`config.mk`:
```
export PLATFORM = sky130hd
export DESIGN_NAME = fixed_chunk_pool_allocator_unit
export DESIGN_NICKNAME = d
export VERILOG_FILES = /design/src/sv/fcpa_pkg.sv /design/src/sv/fcpa_ram.sv /design/src/sv/fcpa_mul.sv /design/src/sv/fixed_chunk_pool_allocator_unit.sv
export SDC_FILE = /design/constraint.sdc
export NUM_CORES = 2
export LEC_CHECK = 0
export BUFFER_PORTS_ARGS = -buffer_cell sky130_fd_sc_hd__buf_2
export CORE_ASPECT_RATIO = 0.5
export CORE_MARGIN = 1.5
export CORE_UTILIZATION = 50
export DETAILED_ROUTE_END_ITERATION = 10
export PLACE_DENSITY = 0.66
export SETUP_SLACK_MARGIN = 0.02
export SLEW_MARGIN = 5
export SYNTH_ARGS = -nofsm -noshare
export SYNTH_HDL_FRONTEND = slang
export SYNTH_SLANG_ARGS = --single-unit
```
`constraint.sdc`:
```
create_clock -name clk_i -period 30 [get_ports clk_i]
set_input_delay 0 -clock clk_i [delete_from_list [all_inputs] [get_ports clk_i]]
set_output_delay 0 -clock clk_i [all_outputs]
set_load 0.01 [all_outputs]
```
`src/sv/fcpa_pkg.sv`:
```
// Shared types and constants for the fixed chunk pool allocator.
// No dependencies.
package fcpa_pkg;

  // Effective chunk size width: up to 8191 bytes rounded to 2^15.
  localparam int unsigned EffW = 17;

  typedef enum logic [1:0] {
    ACT_ALLOC = 2'd0,
    ACT_FREE  = 2'd1,
    ACT_CLEAR = 2'd2,
    ACT_QUERY = 2'd3
  } action_e;

  typedef enum logic [2:0] {
    STAT_OK        = 3'd0,
    STAT_BAD_ALIGN = 3'd1,
    STAT_TOO_LARGE = 3'd2,
    STAT_EMPTY     = 3'd3,
    STAT_DISABLED  = 3'd4,
    STAT_FREE_IGN  = 3'd5
  } status_e;

  typedef enum logic [1:0] {
    CFG_BASE_ADDRESS = 2'd0,
    CFG_CHUNK_SIZE   = 2'd1,
    CFG_ALIGN_LOG2   = 2'd2,
    CFG_CHUNK_COUNT  = 2'd3
  } cfg_index_e;

  typedef enum logic [2:0] {
    ST_IDLE  = 3'b001,
    ST_CLEAR = 3'b010,
    ST_RESP  = 3'b100
  } state_e;

endpackage

```
`src/sv/fcpa_ram.sv`:
```
// Generic single-write, single-read RAM with registered read data.
// No dependencies.
module fcpa_ram #(
  parameter int unsigned Width = 9,
  parameter int unsigned Depth = 256
) (
  input  logic                     clk_i,
  input  logic                     we_i,
  input  logic [$clog2(Depth)-1:0] waddr_i,
  input  logic [Width-1:0]         wdata_i,
  input  logic [$clog2(Depth)-1:0] raddr_i,
  output logic [Width-1:0]         rdata_o
);

  logic [Width-1:0] mem_q [Depth];

  always_ff @(posedge clk_i) begin
    if (we_i) begin
      mem_q[waddr_i] <= wdata_i;
    end
    rdata_o <= mem_q[raddr_i];
  end

endmodule

```
`src/sv/fcpa_mul.sv`:
```
// Shared multiplier with registered product: chunk offset and pool extent.
// No dependencies.
module fcpa_mul #(
  parameter int unsigned AW = 9,
  parameter int unsigned BW = 17
) (
  input  logic             clk_i,
  input  logic             en_i,
  input  logic [AW-1:0]    a_i,
  input  logic [BW-1:0]    b_i,
  output logic [AW+BW-1:0] prod_o
);

  logic [AW+BW-1:0] prod_q, prod_d;

  assign prod_d = (AW + BW)'(a_i) * (AW + BW)'(b_i);

  always_ff @(posedge clk_i) begin
    if (en_i) begin
      prod_q <= prod_d;
    end
  end

  assign prod_o = prod_q;

endmodule

```
`src/sv/fixed_chunk_pool_allocator_unit.sv`:
```
// Top level of the fixed chunk pool allocator: sequencer, registers, list head.
// Depends on fcpa_pkg, fcpa_ram and fcpa_mul.
//
// Usage:
//   Request channel: drive action and its fields with start high; a request is
//   taken at a rising edge where start is high and busy is low.
//   Result channel: done_o pulses for one cycle with status, granted index and
//   address and the ownership flag. The receiver cannot stall; a result not
//   sampled in its cycle is gone.
//   Config channel: cfg_valid_i/cfg_ready_o with cfg_index_i and cfg_data_i.
//   Ready is always high; write only while the block is idle.
// Timing:
//   Alloc, free, query and rejected requests: the result strobe follows the
//   ST_RESP step, and the next request is accepted in the same cycle as the
//   strobe. The shared multiplier and the registered read of the link memory
//   make that response step necessary.
//   Clear on an enabled pool: the sequencer writes one link per cycle, then
//   passes through ST_RESP to its result; count_eff = min(count, max) links.
// Reset:
//   Free list empty, registers at their reset values, link memory undefined.
//   Issue a clear after configuring before the first alloc.
module fixed_chunk_pool_allocator_unit #(
  parameter int unsigned MAX_CHUNKS    = 256,
  parameter int unsigned POINTER_BYTES = 8,
  parameter int unsigned ADDRESS_BITS  = 48
) (
  input  logic                    clk_i,
  input  logic                    rst_ni,
  // config write channel
  input  logic                    cfg_valid_i,
  output logic                    cfg_ready_o,
  input  fcpa_pkg::cfg_index_e    cfg_index_i,
  input  logic [ADDRESS_BITS-1:0] cfg_data_i,
  // request channel
  input  logic                    start,
  output logic                    busy,
  input  fcpa_pkg::action_e       action_i,
  input  logic [15:0]             req_size_i,
  input  logic [15:0]             req_align_i,
  input  logic [7:0]              chunk_index_i,
  input  logic [ADDRESS_BITS-1:0] query_address_i,
  // result strobe
  output logic                    done_o,
  output fcpa_pkg::status_e       status_o,
  output logic [7:0]              granted_index_o,
  output logic [ADDRESS_BITS-1:0] granted_address_o,
  output logic                    owned_o
);

  import fcpa_pkg::*;

  localparam int unsigned IdxW = $clog2(MAX_CHUNKS);
  localparam int unsigned CntW = $clog2(MAX_CHUNKS + 1);
  localparam int unsigned PW   = CntW + EffW;
  localparam int unsigned DW   = (ADDRESS_BITS > PW) ? ADDRESS_BITS : PW;
  localparam int unsigned LinkW = IdxW + 1;

  // ---------------- configuration registers ----------------
  logic [ADDRESS_BITS-1:0] base_q;
  logic [12:0]             csize_q;
  logic [3:0]              align_q;
  logic [8:0]              ccount_q;

  assign cfg_ready_o = 1'b1;

  always_ff @(posedge clk_i or negedge rst_ni) begin
    if (!rst_ni) begin
      base_q   <= '0;
      csize_q  <= '0;
      align_q  <= 4'd3;
      ccount_q <= '0;
    end else if (cfg_valid_i && cfg_ready_o) begin
      unique case (cfg_index_i)
        CFG_BASE_ADDRESS: base_q   <= cfg_data_i;
        CFG_CHUNK_SIZE:   csize_q  <= cfg_data_i[12:0];
        CFG_ALIGN_LOG2:   align_q  <= cfg_data_i[3:0];
        CFG_CHUNK_COUNT:  ccount_q <= cfg_data_i[8:0];
        default:          ;
      endcase
    end
  end

  // Pool geometry from config only; user keeps it stable while busy, unenforced.
  logic [EffW-1:0] size_floor, align_val, eff_size;
  logic [CntW-1:0] count_eff;
  logic            pool_en;

  assign size_floor = (EffW'(csize_q) < EffW'(POINTER_BYTES)) ? EffW'(POINTER_BYTES)
                                                              : EffW'(csize_q);
  assign align_val  = EffW'(1) << align_q;
  assign eff_size   = (size_floor + align_val - EffW'(1)) & ~(align_val - EffW'(1));
  assign count_eff  = (32'(ccount_q) > MAX_CHUNKS) ? CntW'(MAX_CHUNKS) : CntW'(ccount_q);
  assign pool_en    = (csize_q != '0) && (ccount_q != '0);

  // ---------------- sequencer state ----------------
  state_e                  state_q, state_d;
  logic [IdxW-1:0]         head_q, head_d;
  logic                    head_vld_q, head_vld_d;
  logic [CntW-1:0]         clr_q, clr_d;
  status_e                 pend_stat_q, pend_stat_d;
  logic                    pop_q, pop_d;
  logic                    qry_q, qry_d;
  logic                    ge_q, ge_d;
  logic [ADDRESS_BITS-1:0] diff_q, diff_d;

  logic accept;
  assign busy   = (state_q != ST_IDLE);
  assign accept = start && !busy;

  // link memory ports
  logic             ram_we;
  logic [IdxW-1:0]  ram_waddr;
  logic [LinkW-1:0] ram_wdata, ram_rdata;

  // shared multiplier ports
  logic            mul_en;
  logic [CntW-1:0] mul_a;
  logic [PW-1:0]   mul_prod;

  // request checks
  logic            align_bad, too_large, free_ok;
  logic [CntW-1:0] clr_next;

  assign align_bad = (req_align_i == '0) || ((req_align_i & (req_align_i - 16'd1)) != '0);
  assign too_large = (req_size_i == '0) || (EffW'(req_size_i) > eff_size)
                     || (EffW'(req_align_i) > align_val);
  assign free_ok   = pool_en && (32'(chunk_index_i) < 32'(count_eff));
  assign clr_next  = clr_q + CntW'(1);

  always_comb begin
    state_d     = state_q;
    head_d      = head_q;
    head_vld_d  = head_vld_q;
    clr_d       = clr_q;
    pend_stat_d = pend_stat_q;
    pop_d       = pop_q;
    qry_d       = qry_q;
    ge_d        = ge_q;
    diff_d      = diff_q;
    ram_we      = 1'b0;
    ram_waddr   = head_q;
    ram_wdata   = {head_vld_q, head_q};
    mul_en      = 1'b0;
    mul_a       = CntW'(head_q);

    unique case (state_q)
      ST_IDLE: begin
        if (accept) begin
          state_d     = ST_RESP;
          pend_stat_d = STAT_OK;
          pop_d       = 1'b0;
          qry_d       = 1'b0;
          case (action_i)
            ACT_ALLOC: begin
              if (align_bad) begin
                pend_stat_d = STAT_BAD_ALIGN;
              end else if (!pool_en) begin
                pend_stat_d = STAT_DISABLED;
              end else if (too_large) begin
                pend_stat_d = STAT_TOO_LARGE;
              end else if (!head_vld_q) begin
                pend_stat_d = STAT_EMPTY;
              end else begin
                // head offset; link read of head lands next cycle
                pop_d  = 1'b1;
                mul_en = 1'b1;
                mul_a  = CntW'(head_q);
              end
            end
            ACT_FREE: begin
              if (free_ok) begin
                ram_we     = 1'b1;
                ram_waddr  = IdxW'(chunk_index_i);
                ram_wdata  = {head_vld_q, head_q};
                head_d     = IdxW'(chunk_index_i);
                head_vld_d = 1'b1;
              end else begin
                pend_stat_d = STAT_FREE_IGN;
              end
            end
            ACT_CLEAR: begin
              if (pool_en) begin
                state_d = ST_CLEAR;
                clr_d   = '0;
              end else begin
                pend_stat_d = STAT_DISABLED;
              end
            end
            default: begin
              // ownership query: region extent through the multiplier
              qry_d  = pool_en;
              ge_d   = (query_address_i >= base_q);
              diff_d = query_address_i - base_q;
              mul_en = 1'b1;
              mul_a  = count_eff;
            end
          endcase
        end
      end
      ST_CLEAR: begin
        // relink chunk i -> i+1, last one ends the list
        ram_we    = 1'b1;
        ram_waddr = clr_q[IdxW-1:0];
        ram_wdata = {(clr_next < count_eff), clr_next[IdxW-1:0]};
        clr_d     = clr_next;
        if (clr_next == count_eff) begin
          state_d    = ST_RESP;
          head_d     = '0;
          head_vld_d = 1'b1;
        end
      end
      ST_RESP: begin
        state_d = ST_IDLE;
        if (pop_q) begin
          head_d     = ram_rdata[IdxW-1:0];
          head_vld_d = ram_rdata[IdxW];
        end
      end
      default: state_d = ST_IDLE;
    endcase
  end

  always_ff @(posedge clk_i or negedge rst_ni) begin
    if (!rst_ni) begin
      state_q     <= ST_IDLE;
      head_q      <= '0;
      head_vld_q  <= 1'b0;
      clr_q       <= '0;
      pend_stat_q <= STAT_OK;
      pop_q       <= 1'b0;
      qry_q       <= 1'b0;
    end else begin
      state_q     <= state_d;
      head_q      <= head_d;
      head_vld_q  <= head_vld_d;
      clr_q       <= clr_d;
      pend_stat_q <= pend_stat_d;
      pop_q       <= pop_d;
      qry_q       <= qry_d;
    end
  end

  // query operands need no reset
  always_ff @(posedge clk_i) begin
    ge_q   <= ge_d;
    diff_q <= diff_d;
  end

  fcpa_ram #(
    .Width (LinkW),
    .Depth (MAX_CHUNKS)
  ) u_link_ram (
    .clk_i   (clk_i),
    .we_i    (ram_we),
    .waddr_i (ram_waddr),
    .wdata_i (ram_wdata),
    .raddr_i (head_q),
    .rdata_o (ram_rdata)
  );

  fcpa_mul #(
    .AW (CntW),
    .BW (EffW)
  ) u_mul (
    .clk_i  (clk_i),
    .en_i   (mul_en),
    .a_i    (mul_a),
    .b_i    (eff_size),
    .prod_o (mul_prod)
  );

  // ---------------- result register ----------------
  logic [DW-1:0] addr_sum;
  logic          owned_d;

  assign addr_sum = DW'(base_q) + DW'(mul_prod);
  assign owned_d  = qry_q && ge_q && (DW'(diff_q) < DW'(mul_prod));

  logic done_q;
  assign done_o = done_q;

  always_ff @(posedge clk_i or negedge rst_ni) begin
    if (!rst_ni) begin
      done_q <= 1'b0;
    end else begin
      done_q <= (state_q == ST_RESP);
    end
  end

  always_ff @(posedge clk_i) begin
    if (state_q == ST_RESP) begin
      status_o          <= pend_stat_q;
      granted_index_o   <= pop_q ? 8'(head_q) : 8'd0;
      granted_address_o <= pop_q ? addr_sum[ADDRESS_BITS-1:0] : '0;
      owned_o           <= owned_d;
    end
  end

  // ---------------- assertions ----------------
  // a result strobe lands in an idle cycle, right after the response step
  assert property (@(posedge clk_i) disable iff (!rst_ni)
    done_o |-> (!busy && $past(state_q == ST_RESP)))
    else $error("result strobe outside response slot");

  // every accepted request keeps the block busy in the next cycle
  assert property (@(posedge clk_i) disable iff (!rst_ni)
    accept |=> busy)
    else $error("request accepted without going busy");

  // ownership is only reported with an ok status
  assert property (@(posedge clk_i) disable iff (!rst_ni)
    (done_o && owned_o) |-> (status_o == STAT_OK))
    else $error("owned flag with error status");

  // a clear always leaves a non-empty list
  assert property (@(posedge clk_i) disable iff (!rst_ni)
    (state_q == ST_CLEAR && state_d == ST_RESP) |=> head_vld_q)
    else $error("clear left the free list empty");

endmodule
```
==> metrics <==
post-route minimum period 9.089 ns; Final Util 56.51%; Max rail drop VDD 0.00009672 V; Leakage 0.04076 µW; H-tree lvl count 4; Max Cap Viol 0; max-slew violation count 0; hold worst-path end ccount_q[5]$_DFFE_PN0P_; setup bufs post-CTS 0; Post-synth EDFFs 2439; CP arrival 9.66 ns; Iter 0 DRT Violations 6645; number of global-route vias before repair 58.43k; Layout fillers 16.17k; worst-case reg-to-reg path depth 31; setup slack, reg-to-reg 20.91 ns; # rows 121; Cells after Synth 5919; clock skew 0.06851 ns; Ys Warns 0; Slew HR 12.89%; Critical path origin align_q[1]$_DFFE_PN1P_; Final period util 30.30%; Syn Area/Cell 18.56 µm²; initial antenna violation count 13; CP max stage cell a221oi_1; Detailed Place HPWL 174.7 mm; setup ws final 20.91 ns; TNS Setup 0 ns; first-pass GRT wire length 402.0 mm; Max clock buf depth 4; DRC Markers 0; PD cells 90.91 nW/µm²; RSZ-0062 raised after global routing no; status finished, final reports clean; Metal-1 WL 115.1 mm; sequential share of the synthesized area 69.15%; Yosys cell types 79; via-per-instance ratio 6.198; reg2reg end u_mul.prod_o[24]$_DFFE_PP_; crit path kind reg -> reg; Worst-Skew Late Latency 0.89 ns; drt total wl 275.4 mm; critical path capture point type register; Die Y 334.4 µm; startpoint types register; Async S/R FF share, synth 3.962%; Top Layer Used met5; Routability Congestion 0.9157; CTS tree done; Final Hold Viols 0; CP peak stage delay 0.75 ns; CTS Sinks 2549; Layout Nets 6834; crit-path max FO 20; Worst Hold Launch cfg_data_i[5]; DR WL/cell 29.20 µm; cts bufs inserted 225; synthesis-to-finish area growth 12.17%; CTS clk-pin slew, worst paths 0.06 ns; CP required 30.57 ns; 1st-pass router iterations 6; hold path depth 3; Power Total 11200 µW; layout cells sized above 1 22.44%; #FFs+latches synth 2549; met2 WL post-DR 128.7 mm; largest net degree at the start of global routing 197; chip width 665.8 µm; met3 wire length 23.75 mm; reg-to-reg critical path startpoint align_q[1]$_DFFE_PN1P_; Starting Density 50.38%; Post-Place Setup Slack 20.98 ns; Hold WC Path Type in -> reg; GRT overflow 0; # IOs 207; CTS root buf clkbuf_16; Via Count 58.46k; syn nets 6396; Antenna Violating Nets Remaining 0; Most used DFF post-synth edfxtp_1; cell area after synthesis 109800 µm²; fmax 110.0 MHz; PortBufs 205; Total GRT Usage 24.62%; DIE AREA 222700 µm²; # setup viols final 0; Slew @ Worst Pin 1.307 ns; core area 218000 µm²
## cell usage after synthesis (all sizes together), types with 15 or more instances
cell / count / area [µm²]
a21oi: 141 / 709.4
buf: 117 / 583.1
o21bai: 21 / 157.7
xor2: 42 / 367.9
ha: 224 / 2803
dfrtp: 98 / 2452
nor3: 36 / 191.4
edfxtp: 2439 / 73240
clkbuf: 156 / 585.6
nand2b: 52 / 325.3
o21ai: 150 / 754.5
mux2: 29 / 326.6
o21a: 22 / 165.2
nand2: 241 / 927.1
a31oi: 16 / 100.1
nor2b: 37 / 231.5
a21o: 78 / 585.6
nand3: 52 / 260.3
nand4: 25 / 156.4
xnor2: 70 / 613.1
nor4: 26 / 175.2
a211oi: 23 / 182.7
nor2: 467 / 1775
and3: 15 / 93.84
inv: 282 / 1059
and2: 30 / 187.7
mux4: 765 / 17230
fa: 109 / 2182
## cell type report
class	instances	area [µm²]	share of cell area (%)
Sequential cell	2549	75970	61.67
Inverter	282	1059	0.8592
Clock inverter	140	1217	0.9882
Antenna cell	5	12.51	0.01016
Clock buffer	267	5841	4.741
Timing Repair Buffer	484	3696	3.000
Tap cell	2890	3616	2.935
Multi-Input combinational cell	2815	31780	25.80
## cells in the final DEF, fill, tap and decap left out, types with 20 or more instances in the layout
cell,instances
edfxtp_1,2439
mux2_2,29
dlygate4sd3_1,196
xnor2_1,70
o21bai_1,21
a21oi_1,139
nor4_1,24
clkinv_1,50
nor2_1,464
nor2b_1,37
and2_1,30
clkbuf_1,39
mux4_2,765
nand3_1,52
buf_4,78
clkbuf_16,227
fa_1,109
buf_2,204
a211oi_1,21
clkinv_2,47
ha_1,224
nor3_1,32
dfrtp_1,92
a21o_1,75
nand4_1,25
o21ai_0,145
nand2b_1,52
o21a_1,22
bufinv_16,20
nand2_1,226
xor2_1,42
inv_1,280
## worst max path at each step
stage,cells past startpoint,slack [ns],to
2_1_floorplan,14,19.00,u_link_ram.mem_q[0][8]$_DFFE_PP_
3_3_place_gp,35,21.05,u_mul.prod_o[24]$_DFFE_PP_
3_5_place_dp,35,20.98,u_mul.prod_o[24]$_DFFE_PP_
4_1_cts,35,20.95,u_mul.prod_o[24]$_DFFE_PP_
5_1_grt,31,20.35,u_mul.prod_o[24]$_DFFE_PP_
6_report,31,20.91,u_mul.prod_o[24]$_DFFE_PP_
## sequential cells by signal, summed over array words and instances, names as in the netlist, 3 cells and up
signal              cells
align_q                 4
base_q                 48
ccount_q                9
clr_q                   9
csize_q                13
diff_q                 48
granted_address_o      48
granted_index_o         8
head_q                  8
pend_stat_q             3
state_q                 3
status_o                3
u_link_ram.mem_q     2304
u_link_ram.rdata_o      9
u_mul.prod_o           26
## where the power goes
group / internal [µW] / total, µW / switching [µW]
registers: 4420 / 4530 / 111
clock network: 1560 / 2850 / 1290
logic: 1520 / 3820 / 2290
total: 7500 / 11200 / 3700
## layer usage
metal  GRT usage (%)  vias to the layer above
met4           6.717                        6
met2           38.60                     2704
met1           35.73                    30900
met5               0                        -
met3           4.849                      435
li1                -                    24420
## what timing repair did
item                                   in CTS  in global routing
hold buffers                              197                  0
gates resized for setup                     0                  0
endpoints found under the hold margin     255                  0
## worst max-delay path, delay by kind of cell (launching register included)
kind                     cells  cell delay, ns
flip-flops                   1            0.74
adder cells (fa/ha/maj)      7            2.95
XOR/XNOR                     2            0.18
AND/OR/NAND/NOR              8            2.04
buffers and inverters        4            0.20
AO/OA/AOI/OAI               10            2.72
## stage by stage
stage               hold slack [ns]  instance area, µm²  std cells
CTS                         0.01008              123200       9427
floorplan                   -0.2956              109800       5919
finish                      0.06149              123200       9432
detailed placement          0.07163              114100       8823
global placement            0.06308              114100       8823
global route                0.04265              123200       9427
## cells by family after synthesis
logic type | count (synthesis) | synth area share (%)
buffers and inverters | 555 | 2.028
multiplexers | 798 | 16.02
AND/OR/NAND/NOR | 1034 | 4.283
XOR/XNOR | 112 | 0.8932
AO/OA/AOI/OAI | 535 | 3.060
adder cells (fa/ha/maj) | 335 | 4.557
flip-flops | 2549 | 69.15
other | 1 | 0.003414
Power figures use the tool's default switching activity.
